$ cat config.mk
export PLATFORM = sky130hd
export DESIGN_NAME = compass_iron_calibrator
export DESIGN_NICKNAME = d
export VERILOG_FILES = /design/src/hdl/cic_pkg.sv /design/src/hdl/cic_lane.sv /design/src/hdl/compass_iron_calibrator.sv
export SDC_FILE = /design/constraint.sdc
export NUM_CORES = 2
export LEC_CHECK = 0
export ABC_CLOCK_PERIOD_IN_PS = 9200
export BUFFER_PORTS_ARGS = -buffer_cell sky130_fd_sc_hd__buf_2
export CAP_MARGIN = 20
export CORE_MARGIN = 2
export CORE_UTILIZATION = 60
export DETAILED_ROUTE_END_ITERATION = 6
export HOLD_SLACK_MARGIN = 0.1
export PLACE_DENSITY = 0.8
export SETUP_SLACK_MARGIN = 0.3
export SLEW_MARGIN = 0
export SYNTH_ARGS = -nofsm -noshare
export SYNTH_HDL_FRONTEND = slang
export SYNTH_SLANG_ARGS = --single-unit
$ cat constraint.sdc
create_clock -name clk -period 9.2 [get_ports clk]
set_input_delay 0.46 -clock clk [delete_from_list [all_inputs] [get_ports clk]]
set_output_delay 0.46 -clock clk [all_outputs]
set_load 0.05 [all_outputs]
$ cat src/hdl/cic_pkg.sv
// ----------------------------------------------------------------------------
// cic_pkg
// Shared types and constants for the compass iron calibrator.
// ----------------------------------------------------------------------------
package cic_pkg;

    localparam int SAMPLE_W = 16;
    localparam int SCALE_W  = 16;
    localparam int REQ_W    = 2;
    localparam int STATUS_W = 3;
    localparam int NUM_W    = 16;

    // request codes
    localparam logic [REQ_W-1:0] REQ_CORRECT = 2'd0;
    localparam logic [REQ_W-1:0] REQ_START   = 2'd1;
    localparam logic [REQ_W-1:0] REQ_SAMPLE  = 2'd2;

    // status codes
    localparam logic [STATUS_W-1:0] ST_CORRECTED = 3'd0;
    localparam logic [STATUS_W-1:0] ST_TAKEN     = 3'd1;
    localparam logic [STATUS_W-1:0] ST_DONE      = 3'd2;
    localparam logic [STATUS_W-1:0] ST_DONE_ZERO = 3'd3;
    localparam logic [STATUS_W-1:0] ST_IGNORED   = 3'd4;

    localparam logic [SCALE_W-1:0] SCALE_CAP = 16'hFFFF;

    typedef struct packed {
        logic [REQ_W-1:0]           req_type;
        logic signed [SAMPLE_W-1:0] sample_x;
        logic signed [SAMPLE_W-1:0] sample_y;
        logic signed [SAMPLE_W-1:0] sample_z;
    } req_item_t;

    typedef struct packed {
        logic signed [SAMPLE_W-1:0] out_x;
        logic signed [SAMPLE_W-1:0] out_y;
        logic signed [SAMPLE_W-1:0] out_z;
        logic [STATUS_W-1:0]        status;
    } rsp_item_t;

    // per-cycle commands from the sequencer to every axis lane
    typedef struct packed {
        logic start;
        logic take;
        logic pass_two;
        logic close_hard;
        logic close_soft;
        logic div_step;
        logic finish;
    } lane_ctrl_t;

endpackage

$ cat src/hdl/cic_lane.sv
// ----------------------------------------------------------------------------
// cic_lane
// One magnetometer axis: correction multiply, min/max tracking, hard offset
// and a bit-serial divider for the soft iron scale.
// ----------------------------------------------------------------------------
module cic_lane #(
    parameter int SCALE_FRAC_BITS = 12
) (
    input  logic                                 clk,
    input  logic                                 rst_n,
    input  cic_pkg::lane_ctrl_t                  ctrl,
    input  logic signed [cic_pkg::SAMPLE_W-1:0]  sample,
    input  logic [cic_pkg::SAMPLE_W+3:0]         span_sum,
    output logic signed [cic_pkg::SAMPLE_W-1:0]  corr,
    output logic [cic_pkg::SAMPLE_W+1:0]         span,
    output logic                                 zero
);

    localparam int SW     = cic_pkg::SAMPLE_W;
    localparam int DIF_W  = SW + 2;
    localparam int SUM_W  = SW + 4;
    localparam int N_W    = SUM_W + SCALE_FRAC_BITS + 2;
    localparam int DEN_W  = DIF_W + 3;
    localparam int PROD_W = DIF_W + cic_pkg::SCALE_W + 1;
    localparam int RND_W  = PROD_W + 1;
    localparam int ONE_I  = (SCALE_FRAC_BITS >= cic_pkg::SCALE_W) ?
                            ((1 << cic_pkg::SCALE_W) - 1) : (1 << SCALE_FRAC_BITS);
    localparam logic [cic_pkg::SCALE_W-1:0] SCALE_ONE = cic_pkg::SCALE_W'(ONE_I);
    localparam logic signed [RND_W-1:0] HALF = RND_W'(1) << (SCALE_FRAC_BITS - 1);

    logic signed [DIF_W-1:0] off_reg, off_next;
    logic signed [DIF_W-1:0] min_reg, min_next;
    logic signed [DIF_W-1:0] max_reg, max_next;
    logic [cic_pkg::SCALE_W-1:0] scale_reg, scale_next;
    logic [DEN_W-1:0] rem_reg, rem_next;
    logic [DEN_W-1:0] den_reg, den_next;
    logic [N_W-1:0]   quo_reg, quo_next;
    logic             zero_reg, zero_next;

    logic signed [DIF_W-1:0]   s_ext;
    logic signed [DIF_W-1:0]   diff;
    logic signed [DIF_W-1:0]   v;
    logic signed [DIF_W-1:0]   nmax;
    logic signed [DIF_W-1:0]   nmin;
    logic signed [DIF_W:0]     mid;
    logic signed [PROD_W-1:0]  prod;
    logic signed [RND_W-1:0]   rnd;
    logic signed [RND_W-1:0]   shifted;
    logic [DIF_W-1:0]          d;
    logic [N_W-1:0]            num;
    logic [DEN_W:0]            rem_sh;
    logic [DEN_W:0]            trial;

    assign s_ext = $signed({{(DIF_W-SW){sample[SW-1]}}, sample});
    assign diff  = s_ext - off_reg;

    // correction: multiply, round half up, saturate
    assign prod    = diff * $signed({1'b0, scale_reg});
    assign rnd     = RND_W'(prod) + HALF;
    assign shifted = rnd >>> SCALE_FRAC_BITS;

    always_comb
    begin
        if (shifted[RND_W-1:SW-1] == '0 || shifted[RND_W-1:SW-1] == '1)
        begin
            corr = shifted[SW-1:0];
        end
        else if (shifted[RND_W-1])
        begin
            corr = {1'b1, {(SW-1){1'b0}}};
        end
        else
        begin
            corr = {1'b0, {(SW-1){1'b1}}};
        end
    end

    assign v    = ctrl.pass_two ? diff : s_ext;
    assign nmax = (v > max_reg) ? v : max_reg;
    assign nmin = (v < min_reg) ? v : min_reg;
    assign mid  = ($signed({nmax[DIF_W-1], nmax}) + $signed({nmin[DIF_W-1], nmin})) >>> 1;
    assign d    = DIF_W'(nmax - nmin);
    assign span = d;
    assign zero = zero_reg;

    assign num = (N_W'(span_sum) << (SCALE_FRAC_BITS + 1)) + N_W'(d) + (N_W'(d) << 1);

    assign rem_sh = {rem_reg, quo_reg[N_W-1]};
    assign trial  = rem_sh - {1'b0, den_reg};

    always_comb
    begin
        off_next   = off_reg;
        min_next   = min_reg;
        max_next   = max_reg;
        scale_next = scale_reg;
        rem_next   = rem_reg;
        den_next   = den_reg;
        quo_next   = quo_reg;
        zero_next  = zero_reg;
        if (ctrl.start)
        begin
            off_next   = '0;
            scale_next = SCALE_ONE;
            min_next   = '0;
            max_next   = '0;
        end
        else if (ctrl.take)
        begin
            min_next = nmin;
            max_next = nmax;
            if (ctrl.close_hard)
            begin
                off_next = mid[DIF_W-1:0];
                min_next = '0;
                max_next = '0;
            end
            else if (ctrl.close_soft)
            begin
                min_next  = '0;
                max_next  = '0;
                quo_next  = num;
                rem_next  = '0;
                den_next  = (DEN_W'(d) << 1) + (DEN_W'(d) << 2);
                zero_next = (d == '0);
            end
        end
        else if (ctrl.div_step)
        begin
            if (!trial[DEN_W])
            begin
                rem_next = trial[DEN_W-1:0];
                quo_next = {quo_reg[N_W-2:0], 1'b1};
            end
            else
            begin
                rem_next = rem_sh[DEN_W-1:0];
                quo_next = {quo_reg[N_W-2:0], 1'b0};
            end
        end
        else if (ctrl.finish)
        begin
            // a zero span divides to all ones and lands on the cap as well
            if (quo_reg[N_W-1:cic_pkg::SCALE_W] != '0)
            begin
                scale_next = cic_pkg::SCALE_CAP;
            end
            else
            begin
                scale_next = quo_reg[cic_pkg::SCALE_W-1:0];
            end
        end
    end

    always_ff @(posedge clk or negedge rst_n)
    begin
        if (!rst_n)
        begin
            off_reg   <= '0;
            min_reg   <= '0;
            max_reg   <= '0;
            scale_reg <= SCALE_ONE;
            zero_reg  <= 1'b0;
        end
        else
        begin
            off_reg   <= off_next;
            min_reg   <= min_next;
            max_reg   <= max_next;
            scale_reg <= scale_next;
            zero_reg  <= zero_next;
        end
    end

    always_ff @(posedge clk)
    begin
        rem_reg <= rem_next;
        den_reg <= den_next;
        quo_reg <= quo_next;
    end

endmodule

$ cat src/hdl/compass_iron_calibrator.sv
// ----------------------------------------------------------------------------
// compass_iron_calibrator
// Hard and soft iron correction with min/max calibration, three axis lanes.
// ----------------------------------------------------------------------------
//  channel  | valid      | stall      | payload   | dir
//  request  | req_valid  | req_stall  | req       | in
//  response | rsp_valid  | rsp_stall  | rsp       | out
//  config   | cfg_wen    | -          | cfg_wdata | in
//
// correct, start and calibration sample items pass through the idle and calc states.
// the item that closes pass two also runs the divide and finish states: the three
// lane dividers run one quotient bit per cycle over SCALE_FRAC_BITS + 22 bits.
// a new item is taken while the previous result waits in the output register.
// reset is asynchronous; scales come up at one, offsets at zero.
module compass_iron_calibrator #(
    parameter int SCALE_FRAC_BITS = 12,
    parameter int COUNT_WIDTH     = 16
) (
    input  logic                          clk,
    input  logic                          rst_n,
    input  logic                          req_valid,
    output logic                          req_stall,
    input  cic_pkg::req_item_t            req,
    output logic                          rsp_valid,
    input  logic                          rsp_stall,
    output cic_pkg::rsp_item_t            rsp,
    input  logic                          cfg_wen,
    input  logic [cic_pkg::NUM_W-1:0]     cfg_wdata
);

    localparam int SW     = cic_pkg::SAMPLE_W;
    localparam int N_W    = SW + 4 + SCALE_FRAC_BITS + 2;
    localparam int DC_W   = $clog2(N_W);
    localparam int LW     = ((COUNT_WIDTH > cic_pkg::NUM_W) ? COUNT_WIDTH : cic_pkg::NUM_W) + 1;
    localparam int CMAX_I = (1 << COUNT_WIDTH) - 1;

    typedef enum logic [1:0] {S_IDLE, S_CALC, S_DIV, S_FIN} state_t;
    typedef enum logic [1:0] {PH_IDLE, PH_HARD, PH_SOFT} phase_t;

    state_t state_reg, state_next;
    phase_t phase_reg, phase_next;
    logic [COUNT_WIDTH-1:0]    cnt_reg, cnt_next;
    logic [DC_W-1:0]           div_cnt_reg, div_cnt_next;
    logic [cic_pkg::NUM_W-1:0] num_reg;
    cic_pkg::req_item_t        req_reg;
    logic                      rsp_valid_reg, rsp_valid_next;
    cic_pkg::rsp_item_t        rsp_reg, rsp_next;

    cic_pkg::lane_ctrl_t       ctrl;
    logic signed [SW-1:0]      corr [3];
    logic [SW+1:0]             span [3];
    logic                      zero [3];
    logic [SW+3:0]             span_sum;
    logic signed [SW-1:0]      lane_sample [3];
    logic                      out_free;
    logic [LW-1:0]             len;
    logic [LW-1:0]             cnt_inc;
    logic                      close;

    assign lane_sample[0] = req_reg.sample_x;
    assign lane_sample[1] = req_reg.sample_y;
    assign lane_sample[2] = req_reg.sample_z;

    for (genvar i = 0; i < 3; i++)
    begin : g_lane
        cic_lane #(.SCALE_FRAC_BITS(SCALE_FRAC_BITS)) u_lane (
            .clk      (clk),
            .rst_n    (rst_n),
            .ctrl     (ctrl),
            .sample   (lane_sample[i]),
            .span_sum (span_sum),
            .corr     (corr[i]),
            .span     (span[i]),
            .zero     (zero[i])
        );
    end

    // merge: total span across the lanes
    assign span_sum = (SW+4)'(span[0]) + (SW+4)'(span[1]) + (SW+4)'(span[2]);

    assign out_free  = !rsp_valid_reg || !rsp_stall;
    assign req_stall = (state_reg != S_IDLE);
    assign rsp_valid = rsp_valid_reg;
    assign rsp       = rsp_reg;

    always_comb
    begin
        if (num_reg == '0)
        begin
            len = LW'(1);
        end
        else if (LW'(num_reg) > LW'(CMAX_I))
        begin
            len = LW'(CMAX_I);
        end
        else
        begin
            len = LW'(num_reg);
        end
    end

    assign cnt_inc = LW'(cnt_reg) + LW'(1);
    assign close   = (cnt_inc >= len);

    always_comb
    begin
        ctrl           = '0;
        state_next     = state_reg;
        phase_next     = phase_reg;
        cnt_next       = cnt_reg;
        div_cnt_next   = div_cnt_reg;
        rsp_next       = rsp_reg;
        rsp_valid_next = rsp_valid_reg && rsp_stall;
        ctrl.pass_two  = (phase_reg == PH_SOFT);
        unique case (state_reg)
            S_IDLE:
            begin
                if (req_valid)
                begin
                    state_next = S_CALC;
                end
            end
            S_CALC:
            begin
                if (out_free)
                begin
                    rsp_next        = '0;
                    rsp_next.status = cic_pkg::ST_IGNORED;
                    rsp_valid_next  = 1'b1;
                    state_next      = S_IDLE;
                    if (req_reg.req_type == cic_pkg::REQ_CORRECT)
                    begin
                        rsp_next.out_x  = corr[0];
                        rsp_next.out_y  = corr[1];
                        rsp_next.out_z  = corr[2];
                        rsp_next.status = cic_pkg::ST_CORRECTED;
                    end
                    else if (req_reg.req_type == cic_pkg::REQ_START)
                    begin
                        ctrl.start      = 1'b1;
                        cnt_next        = '0;
                        phase_next      = PH_HARD;
                        rsp_next.status = cic_pkg::ST_TAKEN;
                    end
                    else if (req_reg.req_type == cic_pkg::REQ_SAMPLE && phase_reg != PH_IDLE)
                    begin
                        ctrl.take       = 1'b1;
                        cnt_next        = cnt_inc[COUNT_WIDTH-1:0];
                        rsp_next.status = cic_pkg::ST_TAKEN;
                        if (close)
                        begin
                            cnt_next = '0;
                            if (phase_reg == PH_HARD)
                            begin
                                ctrl.close_hard = 1'b1;
                                phase_next      = PH_SOFT;
                            end
                            else
                            begin
                                // result waits for the dividers
                                ctrl.close_soft = 1'b1;
                                phase_next      = PH_IDLE;
                                rsp_valid_next  = rsp_valid_reg && rsp_stall;
                                rsp_next        = rsp_reg;
                                div_cnt_next    = '0;
                                state_next      = S_DIV;
                            end
                        end
                    end
                end
            end
            S_DIV:
            begin
                ctrl.div_step = 1'b1;
                div_cnt_next  = div_cnt_reg + DC_W'(1);
                if (div_cnt_reg == DC_W'(N_W - 1))
                begin
                    state_next = S_FIN;
                end
            end
            S_FIN:
            begin
                if (out_free)
                begin
                    ctrl.finish     = 1'b1;
                    rsp_next        = '0;
                    rsp_next.status = (zero[0] || zero[1] || zero[2]) ?
                                      cic_pkg::ST_DONE_ZERO : cic_pkg::ST_DONE;
                    rsp_valid_next  = 1'b1;
                    state_next      = S_IDLE;
                end
            end
            default:
            begin
                state_next = S_IDLE;
            end
        endcase
    end

    always_ff @(posedge clk or negedge rst_n)
    begin
        if (!rst_n)
        begin
            state_reg     <= S_IDLE;
            phase_reg     <= PH_IDLE;
            cnt_reg       <= '0;
            div_cnt_reg   <= '0;
            num_reg       <= cic_pkg::NUM_W'(256);
            rsp_valid_reg <= 1'b0;
            rsp_reg       <= '0;
        end
        else
        begin
            state_reg     <= state_next;
            phase_reg     <= phase_next;
            cnt_reg       <= cnt_next;
            div_cnt_reg   <= div_cnt_next;
            rsp_valid_reg <= rsp_valid_next;
            rsp_reg       <= rsp_next;
            if (cfg_wen)
            begin
                num_reg <= cfg_wdata;
            end
        end
    end

    always_ff @(posedge clk)
    begin
        if (req_valid && !req_stall)
        begin
            req_reg <= req;
        end
    end

endmodule

==> out/results.txt <==
Crit path max fanout - 7
Initial antenna violation count - 3
Max-cap violations - 0
Vias per cell - 5.82
Routed wl met3 - 16,600 µm
RSZ-0062 raised after global routing - true
Clk pin slew, worst setup/hold paths - 0.07 ns
Routed Wire Length - 214,000 µm
Final Hold Vio Count - 0
Syn. warnings - 0
GP Congestion - 0.970
Die height - 360 µm
CTS max path bufs - 3
CTS tree - built
Total CTS buffers - 75
Syn Inst Count - 8,146
Post-Layout Inst Area - 91,500 µm²
Crit path arrival time - 9.88 ns
Final setup viols - 80
Crit Path Class - reg -> reg
Num rows - 130
Worst hold-check path type - in -> reg
Max reg flops - 102
Port Buffer Count - 123
Crit path time final - 9.48 ns
Chip width - 360 µm
Crit path required time - 9.60 ns
Remaining antenna violation count - 0
First-pass GRT wire length - 335,000 µm
Slowest stage delay, CP - 0.51 ns
# IOs - 124
Total gr overflow - 0
Nets - 10,800
Post-synthesis sequential area ratio - 20.9%
Number of global-route vias before repair - 64,700
Number of synthesized register bits - 582
Synth async-reset ratio - 52.7%
Worst Setup Slack, final - -0.276 ns
Routed wl met2 - 104,000 µm
Core area - 126,000 µm²
Mapped Avg Cell Area - 9.35 µm²
Drt pass-1 iters - 7
Failing checks - DRC, setup timing
Post-synth EDFFs - 275
Root Driver - clkbuf_16
Starting Density - 60.6%
HPWL after DPL - 158,000 µm
Number of remaining DRC errors - 1
Critical Path Source Type - flip-flop
Synth-to-Final Area Change - 20.2%
Clock Sinks - 582
Max frequency - 106 MHz
Post-Syn Area - 76,200 µm²
CP endpoint kind - flip-flop
Area after DPL - 83,600 µm²
Netlist cell types - 91
Syn nets - 9,987
Htree depth - 3
Largest net degree at the start of global routing - 124
M1 WL - 85,000 µm
Relative slew slack - 32.6%
Worst slew pin tran - 1.01 ns
Drt first-iter violations - 5,200
Die ar. - 130,000 µm²
Worst-path cell with the longest stage delay - fa_1
Share of cells above drive strength 1 - 19.8%
GRT Util Overall - 32.1%
Setup Skew - 0.0566 ns
Synth Flop Type - dfrtp_1
Worst skew pair latency - 0.71 ns
Final period util - 103%
Slew Limit Fails - 0
Status - complete, but fails checks
Fill count - 8,328
Placement Setup Slack - -0.651 ns
Vias - 62,100
Wire per inst - 20.1 µm
Top Metal Used - met4
==> cells by family after synthesis <==
family	after synthesis	synth area share [%]
and+or+nand+nor	2195	13.8
adders and majority gates	1770	38.6
buffers and inverters	1725	8.55
AOI/OAI and AO/OA	1281	10.9
DFF	582	20.9
xor gates and xnor gates	426	4.90
muxes	167	2.34
==> layout make-up <==
class	count	area, µm²	area share (%)
clock buffer	90	1980	2.17
clock inverter	46	443	0.484
timing repair buffer	1024	8140	8.89
tap	1650	2060	2.26
multi-input combinational	5840	57500	62.9
inverter	1436	5400	5.90
antenna	1	2.50	0.00273
sequential	582	15900	17.4
==> synth_stat cells (all sizes together), types with 127 or more instances <==
| cell | n | share of area (%) |
|---|---|---|
| xnor2 | 288 | 3.3 |
| a21oi | 278 | 1.8 |
| a21o | 127 | 1.3 |
| nand3 | 135 | 0.89 |
| o21ai | 396 | 2.6 |
| nand2 | 881 | 4.3 |
| inv | 1436 | 7.1 |
| nor2b | 136 | 1.1 |
| dfrtp | 303 | 10 |
| and2 | 392 | 3.2 |
| xor2 | 138 | 1.6 |
| clkbuf | 263 | 1.3 |
| nor2 | 327 | 1.6 |
| fa | 968 | 25 |
| edfxtp | 275 | 11 |
| ha | 802 | 13 |
==> cells in the final DEF (no fill, tap or decap), drive strengths merged, types with 76 or more instances in the layout <==
cell / Yosys / final
and2: 392 / 392
edfxtp: 275 / 275
o21ai: 396 / 396
o21bai: 82 / 82
nor3: 86 / 86
a21o: 127 / 127
nand2: 881 / 881
clkbuf: 263 / 90
nor2b: 136 / 136
xor2: 138 / 138
mux2: 91 / 91
inv: 1436 / 1443
mux2i: 76 / 76
xnor2: 288 / 288
buf: 26 / 957
fa: 968 / 968
ha: 802 / 802
dfrtp: 303 / 303
a22o: 82 / 82
a21oi: 278 / 278
nand3: 135 / 135
nor2: 327 / 327
==> stage by stage <==
step	TNS [ns]	hold slack, ns	util (%)	std cells
after global routing	-41.85	0.147	72.8	10700
after global placement	-14.25	0.444	66.5	10300
after CTS	-3.32	0.126	70.9	10600
final	-11.00	0.174	72.8	10700
after detailed placement	-32.45	0.451	66.5	10300
after floorplan	0	0.164	-	8146
==> repair_timing <==
item                                    CTS  global route
pin swaps                               252           243
buffers inserted                         98            75
endpoints found under the setup margin  106           126
gates resized for setup                 388           373
hold buffers                             67             0
cloned                                    2             2
endpoints found under the hold margin   143             0
==> worst paths after layout <==
| check | startpoint | to | slack [ns] | cells past startpoint |
|---|---|---|---|---|
| setup / recovery | lane_sample[1]$_DFFE_PP_ | g_lane[2].u_lane.quo_reg[27]$_DFFE_PP_ | -0.28 | 47 |
| hold / removal | req[16] | lane_sample[16]$_DFFE_PP_ | 0.17 | 1 |
| setup reg to reg | lane_sample[1]$_DFFE_PP_ | g_lane[2].u_lane.quo_reg[27]$_DFFE_PP_ | -0.28 | 47 |
| hold reg to reg | rsp[33]$_DFFE_PN0P_ | rsp[33]$_DFFE_PN0P_ | 0.47 | 2 |
| max in group asynchronous | rst_n | g_lane[1].u_lane.off_reg[9]$_DFFE_PN0P_ | 6.67 | 4 |
| min in group asynchronous | rst_n | g_lane[0].u_lane.off_reg[17]$_DFFE_PN0P_ | 0.40 | 2 |
==> metal layers <==
| layer | track usage (%) | up-vias |
|---|---|---|
| met5 | 0 | - |
| met1 | 42.1 | 31000 |
| li1 | - | 27900 |
| met4 | 12.3 | 0 |
| met2 | 54.1 | 2612 |
| met3 | 4.59 | 561 |
==> worst max-delay path: cells and delay by family (launching register included) <==
kind	cells	cell delay [ns]
compound gates	24	4.05
xor+xnor	4	0.95
simple gates	8	0.96
fa+ha+maj	5	1.64
mux	1	0.33
flops	1	0.45
buf+inv	5	0.77
Power is left out: the tool's default activity adds up to more than one toggle a clock period on the data nets, which glitch-free logic cannot reach.
